### config.mk
export PLATFORM = sky130hd
export DESIGN_NAME = ufc_ctrl
export DESIGN_NICKNAME = d
export VERILOG_FILES = /design/src/rtl/core/ufc_pkg.sv /design/src/rtl/core/ufc_ctrl.sv
export VERILOG_INCLUDE_DIRS = /design/src /design/src/rtl/core
export SDC_FILE = /design/constraint.sdc
export NUM_CORES = 1
export LEC_CHECK = 0
export ABC_AREA = 1
export BUFFER_PORTS_ARGS = -buffer_cell sky130_fd_sc_hd__buf_2
export CORE_MARGIN = 2
export CORE_UTILIZATION = 55
export DETAILED_ROUTE_END_ITERATION = 16
export GPL_TIMING_DRIVEN = 0
export PLACE_DENSITY = 0.83
export RECOVER_POWER = 50
export SYNTH_ARGS = -nofsm -noshare
export SYNTH_HDL_FRONTEND = slang
export SYNTH_SLANG_ARGS = --single-unit
### constraint.sdc
create_clock -name clock -period 12.25 [get_ports clock]
set_input_delay 3.0625 -clock clock [delete_from_list [all_inputs] [get_ports clock]]
set_output_delay 3.0625 -clock clock [all_outputs]
set_load 0.02 [all_outputs]
### src/rtl/core/union_find_connectivity_assert.svh
// assertion macros for the union-find connectivity engine
// used by files that carry concurrent checks; no other dependencies
`ifndef UNION_FIND_CONNECTIVITY_ASSERT_SVH
`define UNION_FIND_CONNECTIVITY_ASSERT_SVH

// condition holds at every edge outside reset
`define UFC_ASSERT_ALWAYS(name, clk, rst, cond, msg) \
   name: assert property (@(posedge clk) disable iff (rst) (cond)) else $error(msg);

// consequence holds in the same cycle as the antecedent
`define UFC_ASSERT_IMPLY(name, clk, rst, ante, cons, msg) \
   name: assert property (@(posedge clk) disable iff (rst) (ante) |-> (cons)) else $error(msg);

`endif

### src/rtl/core/ufc_pkg.sv
// shared types and constants for the union-find connectivity engine
// no dependencies
`timescale 1ns / 1ps

package ufc_pkg;

   localparam int DEF_MAX_ELEMENTS = 1024;
   localparam int FIELD_W          = 11;
   localparam int SIZE_W           = 11;

   typedef enum logic [2:0] {
      ST_CLEAR,
      ST_IDLE,
      ST_WALK,
      ST_COMP,
      ST_LINK,
      ST_GROW,
      ST_FIN
   } state_type;

   typedef struct packed {
      logic               connected;
      logic               merged;
      logic [FIELD_W-1:0] set_count;
      logic               bad_index;
   } rsp_type;

endpackage

### src/rtl/core/ufc_ctrl.sv
// sequencer for find with path compression and union by size
// depends on ufc_pkg and union_find_connectivity_assert.svh; drives ufc_mem
`timescale 1ns / 1ps
`include "union_find_connectivity_assert.svh"

module ufc_ctrl import ufc_pkg::*; #(
   parameter int MAX_ELEMENTS = DEF_MAX_ELEMENTS,
   parameter int SLOT_W       = 10,
   parameter int CNT_W        = 11,
   parameter int ENTRY_W      = 21
) (
   input  logic               clock,
   input  logic               reset,
   input  logic               csr_wr_en,
   input  logic [FIELD_W-1:0] csr_wr_data,
   input  logic               req_valid,
   output logic               req_ready,
   input  logic               req_kind,
   input  logic [FIELD_W-1:0] req_element_a,
   input  logic [FIELD_W-1:0] req_element_b,
   output logic               fin_valid,
   input  logic               fin_ready,
   output rsp_type            fin_rsp,
   output logic               mem_wr_en,
   output logic [SLOT_W-1:0]  mem_wr_addr,
   output logic [ENTRY_W-1:0] mem_wr_data,
   output logic [SLOT_W-1:0]  mem_rd_addr,
   input  logic [ENTRY_W-1:0] mem_rd_data
);

   localparam logic [SLOT_W-1:0] LAST_SLOT = SLOT_W'(MAX_ELEMENTS - 1);
   localparam logic [CNT_W-1:0]  MAX_COUNT = CNT_W'(MAX_ELEMENTS);

   state_type          state_ff, state_in;
   logic [SLOT_W-1:0]  clr_ff, clr_in;
   logic [CNT_W-1:0]   element_count_ff, element_count_in;
   logic [CNT_W-1:0]   sets_left_ff, sets_left_in;
   logic               phase_ff, phase_in;
   logic               kind_ff, kind_in;
   logic               bad_ff, bad_in;
   logic               conn_ff, conn_in;
   logic               merged_ff, merged_in;
   logic [SLOT_W-1:0]  b_slot_ff, b_slot_in;
   logic [SLOT_W-1:0]  r_ff, r_in;
   logic [SLOT_W-1:0]  start_ff, start_in;
   logic [SLOT_W-1:0]  root_ff, root_in;
   logic [SIZE_W-1:0]  root_sz_ff, root_sz_in;
   logic [SLOT_W-1:0]  ra_ff, ra_in;
   logic [SIZE_W-1:0]  sza_ff, sza_in;
   logic [SLOT_W-1:0]  rb_ff, rb_in;
   logic [SIZE_W-1:0]  szb_ff, szb_in;
   logic [SLOT_W-1:0]  big_ff, big_in;
   logic [SIZE_W-1:0]  grow_sz_ff, grow_sz_in;

   logic [SLOT_W-1:0]  rd_parent;
   logic [SIZE_W-1:0]  rd_size;
   logic [SLOT_W-1:0]  a_slot, b_slot;
   logic               req_bad;
   logic [CNT_W-1:0]   csr_count;
   logic [SLOT_W-1:0]  cmp_lhs, cmp_rhs;
   logic               cmp_eq;

   assign rd_parent = mem_rd_data[SLOT_W-1:0];
   assign rd_size   = mem_rd_data[ENTRY_W-1:SLOT_W];
   assign a_slot    = SLOT_W'(req_element_a - FIELD_W'(1));
   assign b_slot    = SLOT_W'(req_element_b - FIELD_W'(1));

   assign req_bad = (req_element_a == '0) || (req_element_b == '0) ||
                    (CNT_W'(req_element_a) > element_count_ff) ||
                    (CNT_W'(req_element_b) > element_count_ff);

   always_comb begin
      if (csr_wr_data == '0) begin
         csr_count = CNT_W'(1);
      end else if (CNT_W'(csr_wr_data) > MAX_COUNT) begin
         csr_count = MAX_COUNT;
      end else begin
         csr_count = CNT_W'(csr_wr_data);
      end
   end

   // shared slot comparator
   always_comb begin
      case (state_ff)
         ST_LINK: begin
            cmp_lhs = ra_ff;
            cmp_rhs = rb_ff;
         end
         ST_COMP: begin
            cmp_lhs = rd_parent;
            cmp_rhs = root_ff;
         end
         default: begin
            cmp_lhs = rd_parent;
            cmp_rhs = r_ff;
         end
      endcase
   end

   assign cmp_eq = (cmp_lhs == cmp_rhs);

   always_ff @(posedge clock) begin
      if (reset) begin
         state_ff         <= ST_CLEAR;
         clr_ff           <= '0;
         element_count_ff <= MAX_COUNT;
         sets_left_ff     <= MAX_COUNT;
         phase_ff         <= 1'b0;
      end else begin
         state_ff         <= state_in;
         clr_ff           <= clr_in;
         element_count_ff <= element_count_in;
         sets_left_ff     <= sets_left_in;
         phase_ff         <= phase_in;
      end
   end

   always_ff @(posedge clock) begin
      kind_ff    <= kind_in;
      bad_ff     <= bad_in;
      conn_ff    <= conn_in;
      merged_ff  <= merged_in;
      b_slot_ff  <= b_slot_in;
      r_ff       <= r_in;
      start_ff   <= start_in;
      root_ff    <= root_in;
      root_sz_ff <= root_sz_in;
      ra_ff      <= ra_in;
      sza_ff     <= sza_in;
      rb_ff      <= rb_in;
      szb_ff     <= szb_in;
      big_ff     <= big_in;
      grow_sz_ff <= grow_sz_in;
   end

   always_comb begin
      logic              find_done;
      logic [SLOT_W-1:0] fin_root;
      logic [SIZE_W-1:0] fin_sz;
      logic [SLOT_W-1:0] big;
      logic [SLOT_W-1:0] small_root;
      logic [SIZE_W-1:0] sz_small;

      state_in         = state_ff;
      clr_in           = clr_ff;
      element_count_in = element_count_ff;
      sets_left_in     = sets_left_ff;
      phase_in         = phase_ff;
      kind_in          = kind_ff;
      bad_in           = bad_ff;
      conn_in          = conn_ff;
      merged_in        = merged_ff;
      b_slot_in        = b_slot_ff;
      r_in             = r_ff;
      start_in         = start_ff;
      root_in          = root_ff;
      root_sz_in       = root_sz_ff;
      ra_in            = ra_ff;
      sza_in           = sza_ff;
      rb_in            = rb_ff;
      szb_in           = szb_ff;
      big_in           = big_ff;
      grow_sz_in       = grow_sz_ff;

      req_ready   = 1'b0;
      fin_valid   = 1'b0;
      mem_wr_en   = 1'b0;
      mem_wr_addr = r_ff;
      mem_wr_data = {rd_size, root_ff};
      mem_rd_addr = r_ff;

      find_done  = 1'b0;
      fin_root   = r_ff;
      fin_sz     = rd_size;
      big        = ra_ff;
      small_root = rb_ff;
      sz_small   = szb_ff;

      case (state_ff)
         ST_CLEAR: begin
            mem_wr_en   = 1'b1;
            mem_wr_addr = clr_ff;
            mem_wr_data = {SIZE_W'(1), clr_ff};
            if (clr_ff == LAST_SLOT) begin
               state_in = ST_IDLE;
            end else begin
               clr_in = clr_ff + SLOT_W'(1);
            end
         end
         ST_IDLE: begin
            req_ready = !csr_wr_en;
            if (req_valid && !csr_wr_en) begin
               kind_in     = req_kind;
               bad_in      = req_bad;
               conn_in     = 1'b0;
               merged_in   = 1'b0;
               phase_in    = 1'b0;
               b_slot_in   = b_slot;
               r_in        = a_slot;
               start_in    = a_slot;
               mem_rd_addr = a_slot;
               state_in    = req_bad ? ST_FIN : ST_WALK;
            end
         end
         ST_WALK: begin
            // follow parent links until an entry points at itself
            if (cmp_eq) begin
               root_in    = r_ff;
               root_sz_in = rd_size;
               if (start_ff == r_ff) begin
                  find_done = 1'b1;
                  fin_root  = r_ff;
                  fin_sz    = rd_size;
               end else begin
                  r_in        = start_ff;
                  mem_rd_addr = start_ff;
                  state_in    = ST_COMP;
               end
            end else begin
               r_in        = rd_parent;
               mem_rd_addr = rd_parent;
            end
         end
         ST_COMP: begin
            // repoint each visited entry at the root
            mem_wr_en   = 1'b1;
            mem_wr_addr = r_ff;
            mem_wr_data = {rd_size, root_ff};
            if (cmp_eq) begin
               find_done = 1'b1;
               fin_root  = root_ff;
               fin_sz    = root_sz_ff;
            end else begin
               r_in        = rd_parent;
               mem_rd_addr = rd_parent;
            end
         end
         ST_LINK: begin
            conn_in = cmp_eq;
            if (!kind_ff && !cmp_eq) begin
               if (sza_ff < szb_ff) begin
                  big        = rb_ff;
                  small_root = ra_ff;
                  sz_small   = sza_ff;
               end
               mem_wr_en   = 1'b1;
               mem_wr_addr = small_root;
               mem_wr_data = {sz_small, big};
               big_in      = big;
               grow_sz_in  = SIZE_W'(sza_ff + szb_ff);
               merged_in   = 1'b1;
               if (sets_left_ff != '0) begin
                  sets_left_in = sets_left_ff - CNT_W'(1);
               end
               state_in = ST_GROW;
            end else begin
               state_in = ST_FIN;
            end
         end
         ST_GROW: begin
            mem_wr_en   = 1'b1;
            mem_wr_addr = big_ff;
            mem_wr_data = {grow_sz_ff, big_ff};
            state_in    = ST_FIN;
         end
         ST_FIN: begin
            fin_valid = 1'b1;
            if (fin_ready) begin
               state_in = ST_IDLE;
            end
         end
         default: begin
            state_in = ST_IDLE;
         end
      endcase

      if (find_done) begin
         if (phase_ff == 1'b0) begin
            ra_in       = fin_root;
            sza_in      = fin_sz;
            phase_in    = 1'b1;
            r_in        = b_slot_ff;
            start_in    = b_slot_ff;
            mem_rd_addr = b_slot_ff;
            state_in    = ST_WALK;
         end else begin
            rb_in    = fin_root;
            szb_in   = fin_sz;
            state_in = ST_LINK;
         end
      end

      // register write restarts the set table
      if (csr_wr_en) begin
         element_count_in = csr_count;
         sets_left_in     = csr_count;
         clr_in           = '0;
         state_in         = ST_CLEAR;
      end
   end

   assign fin_rsp.connected = conn_ff;
   assign fin_rsp.merged    = merged_ff;
   assign fin_rsp.set_count = sets_left_ff[FIELD_W-1:0];
   assign fin_rsp.bad_index = bad_ff;

   `UFC_ASSERT_IMPLY(a_idle_no_write, clock, reset, state_ff == ST_IDLE, !mem_wr_en, "table written while idle")
   `UFC_ASSERT_ALWAYS(a_sets_bounded, clock, reset, sets_left_ff <= element_count_ff, "set count above element count")
   `UFC_ASSERT_IMPLY(a_merge_distinct, clock, reset, fin_valid && fin_rsp.merged, !fin_rsp.connected && !fin_rsp.bad_index, "merge reported with shared root or bad index")

endmodule

==> out/qor.log <==
INFO  clocking       cts.htree.levels=4
INFO  critical_path  crit_chain=clkbuf_1 > nand2_1 > nand2_1 > nand3b_1 > nand2_1 > inv_1 > nand2_1 > nor2_1 > nand3_1 > nand2_1 > nor2_1 > buf_2 > o211ai_1 > nand3b_1 > buf_2
INFO  critical_path  reg2reg_depth=14
INFO  final_layout   ff_latch_area=4060um2
INFO  synth          yosys.area.top_type_share=28.5%
INFO  final_layout   antenna_cells=0
INFO  routing        wl=32.5mm
INFO  critical_path  critical_path.endpoint_type=output port
INFO  clocking       tritoncts=done
INFO  critical_path  path_class=primary input to output port
INFO  min_path       hold_path_startpoint=r_ff[0]$_DFF_P_
INFO  sta            setup-tns-final=0ns
INFO  critical_path  ff2ff_setup_slack=7.58ns
INFO  placed_design  placement.io_buffers=116
INFO  critical_path  end_of_the_worst_register_to_register_path=szb_ff[10]$_DFFE_PP_
INFO  synth          syn_avg_cell_area=6.98um2
INFO  clocking       clk_pin_slew_worst_paths=0.06ns
INFO  min_path       worst_hold_path_type=flip-flop to flip-flop
INFO  synth          async_flop_share=0%
INFO  sta            max_slew.worst_pin.slew=1.50ns
INFO  critical_path  cpMaxStageDelayCell=sky130_fd_sc_hd__buf_2
INFO  clocking       cts_hold_repair.buffers=0
INFO  synth          synthFlopType=sky130_fd_sc_hd__edfxtp_1
INFO  floorplan      area_enclosed_by_the_die_boundary=19,900um2
INFO  clocking       cts-buffers-inserted=17
INFO  floorplan      die_width=141um
INFO  sta            hold_violations=0
INFO  grt            grt_pass1_vias=9,715
INFO  critical_path  worstPathBufferInverterCount=4
INFO  sta            achievable-frequency=112MHz
INFO  critical_path  path_common_cell=sky130_fd_sc_hd__nand2_1
INFO  grt            overall_track_demand_over_capacity_in_global_routing=32.7%
INFO  floorplan      number_of_top_level_pins=118
INFO  power          peakVddDrop=0.0882mV
INFO  final_layout   final-instance-count-excl-fill=1,864
INFO  synth          synth_area_leader_cell=sky130_fd_sc_hd__edfxtp_1
INFO  final_layout   synthToLayoutAreaGrowth=13.8%
INFO  synth          yosysSeqAreaShare=39.3%
INFO  clocking       ctsRootBufferMaster=sky130_fd_sc_hd__clkbuf_16
INFO  synth          synth_top_cells_by_area=sky130_fd_sc_hd__edfxtp_1 28%, sky130_fd_sc_hd__nand2_1 18%, sky130_fd_sc_hd__dfxtp_1 11%, sky130_fd_sc_hd__inv_1 7.4%, sky130_fd_sc_hd__nand3_1 6.2%
INFO  synth          synth_enable_flop_cells=98
INFO  clocking       worstSkewPairLatency=0.44ns
INFO  routing        vias=10,600
INFO  power          p_leak=5.74nW
INFO  clocking       cts_resized=0
INFO  clocking       cts.sink_count=154
INFO  routing        first_iter_violations=1,350
INFO  grt            antenna_found_initial=0
INFO  grt            grt_overflow_total=0
INFO  sta            grt_setup_unrepaired=false
INFO  synth          cells_after_synth=1,481
INFO  synth          postSynthRegisterBits=154
INFO  critical_path  worst-path-max-fanout=30
INFO  clocking       worst_case_clock_buffer_depth=2
INFO  sta            share_of_the_clock_period_used_by_the_worst_path=72.7%
INFO  critical_path  critical-path-top-delay-family=simple AND/OR/NAND/NOR gates
INFO  min_path       hold_end=root_ff[0]$_DFFE_PP_
INFO  final_layout   final_core_util=63.3%
INFO  routing        routedWlPerCell=17.4um
INFO  sta            final.min_clock_period=8.90ns
INFO  floorplan      start_util=55.6%
INFO  routing        drt_drc_violations_left=0
INFO  sta            timing.slew.headroom=-0.308%
INFO  placed_design  place_inst=1,832
INFO  routing        drt_pre_antenna_iters=6
INFO  critical_path  arrival=5.84ns
INFO  sta            max_slew_vio_count=1
INFO  floorplan      chipHeight=141um
INFO  critical_path  worstReg2RegStart=state_ff[0]$_SDFFE_PP0P_
INFO  grt            grt_first_pass_wirelength=50.2mm
INFO  grt            pin_count_of_the_biggest_net_entering_global_routing=31
INFO  min_path       hold-path-cell-count=0
INFO  outcome        run_status=finished, violations left
INFO  final_layout   multiInputGateArea=5200um2
INFO  critical_path  crit_path_max_incr_delay=0.66ns
INFO  critical_path  worst_ep_required_time=9.19ns
INFO  synth          yosysWarnings=0
INFO  synth          post_synth_num_cell_types=42
INFO  final_layout   post_route_cells_drive_above_1_share=9.14%
INFO  critical_path  critical_path.startpoint_type=primary input
INFO  outcome        violated_checks=capacitance limit, slew limit
INFO  job            cap_viol_max_count=1
INFO  power          power=0.00125W
INFO  routing        antenna_left=0
INFO  sta            clock-skew-final=0.0106ns
INFO  floorplan      rows=50
INFO  power          pwr_density_cell=106nW/um2
INFO  clocking       post_cts_buffers=0
INFO  synth          syn_area=10,300um2
INFO  synth          syn-num-nets=1,589
INFO  placed_design  gp_congestion=1.01
INFO  final_layout   finalNetCount=1,725
INFO  sta            setup_viol=0
INFO  final_layout   count_of_filler_cells_inserted_in_the_layout=1,667
INFO  routing        avgViaCountPerCell=5.68
INFO  floorplan      core_area=18,600um2
INFO  placed_design  dp_hpwl=24.3mm
## stage by stage
step                      hold slack (ns)  setup slack, ns  instance area (um2)
after floorplan                     0.406             4.55                10300
after detailed placement            0.413             3.71                11200
after global routing                0.432             3.17                11800
final                               0.428             3.35                11800
after global placement              0.411             3.71                11200
after CTS                           0.427             3.70                11800
## worst max path at each step
stage                                 from             endpoint  cells after the start
after detailed placement    mem_rd_data[7]      mem_wr_data[10]                     16
after floorplan           req_element_a[0]       mem_rd_addr[8]                     13
after global routing        mem_rd_data[7]      mem_wr_data[10]                     15
final                       mem_rd_data[7]      mem_wr_data[10]                     15
after global placement      mem_rd_data[9]  szb_ff[4]$_DFFE_PP_                     13
after CTS                   mem_rd_data[7]      mem_wr_data[10]                     16
## report_power, final
| group | switching [W] | leakage, nW | internal [W] |
|---|---|---|---|
| logic | 0.0000914 | 4.11 | 0.0000480 |
| clock network | 0.000226 | 0.297 | 0.000313 |
| registers | 0.0000125 | 1.34 | 0.000560 |
## worst register-to-register path: cells and delay by family (launching register included)
family | cells | cell delay, ns
and+or+nand+nor | 9 | 2.28
AOI/OAI and AO/OA | 2 | 0.96
buffers and inverters | 3 | 0.78
DFF | 1 | 0.35
## layer usage
layer / wire (um) / part of all wire, % / GRT usage [%]
met1: 12700 / 39 / 43.2
met2: 14500 / 45 / 52.0
met3: 3890 / 12 / 7.61
met4: 1330 / 4.1 / 13.1
met5: 0 / 0 / 0
## sequential cells by signal (all words and copies together), names as in the netlist, 11 cells and up
register          flops
sets_left_ff         11
szb_ff               11
element_count_ff     11
sza_ff               11
grow_sz_ff           11
root_sz_ff           11
## cells in the final DEF (no fill, tap or decap), types with 13 or more instances in the layout
master and n:
sky130_fd_sc_hd__a21oi_1 58, sky130_fd_sc_hd__buf_2 100, sky130_fd_sc_hd__clkbuf_1 65, sky130_fd_sc_hd__clkbuf_16 19
sky130_fd_sc_hd__dfxtp_1 56, sky130_fd_sc_hd__edfxtp_1 98, sky130_fd_sc_hd__ha_1 47, sky130_fd_sc_hd__inv_1 203
sky130_fd_sc_hd__nand2_1 500, sky130_fd_sc_hd__nand3_1 127, sky130_fd_sc_hd__nand4_1 13, sky130_fd_sc_hd__nor2_1 120
sky130_fd_sc_hd__nor3_1 13, sky130_fd_sc_hd__o21ai_0 83, sky130_fd_sc_hd__xor2_1 26
## kinds of logic (layout without fill, tap and decap cells)
group,after synthesis,in the layout,share of synthesized area [%]
compound gates,193,193,10.4
xor+xnor,32,32,2.71
fa+ha+maj,48,48,5.89
buf+inv,263,412,10.1
flops,154,154,39.3
simple gates,791,791,31.6
## cell type report
class	count	share of cell area [%]
inverter	209	6.71
sequential	154	34.6
timing repair buffer	117	4.77
clock buffer	22	4.22
tap	234	2.49
buffer	54	2.07
clock inverter	10	0.915
multi-input combinational	1064	44.3
## synth_stat cells (all sizes together) (5+ instances only)
| cell type | count |
|---|---|
| nand2 | 502 |
| inv | 206 |
| nand3 | 127 |
| nor2 | 122 |
| edfxtp | 98 |
| o21ai | 94 |
| a21oi | 59 |
| dfxtp | 56 |
| ha | 47 |
| clkbuf | 31 |
| xor2 | 26 |
| buf | 23 |
| nand4 | 13 |
| nor3 | 13 |
| a221oi | 10 |
| o22ai | 9 |
| o21a | 6 |
| xnor2 | 6 |
| nand3b | 5 |
| o211ai | 5 |
No activity file was read; power rests on OpenSTA's default activity.
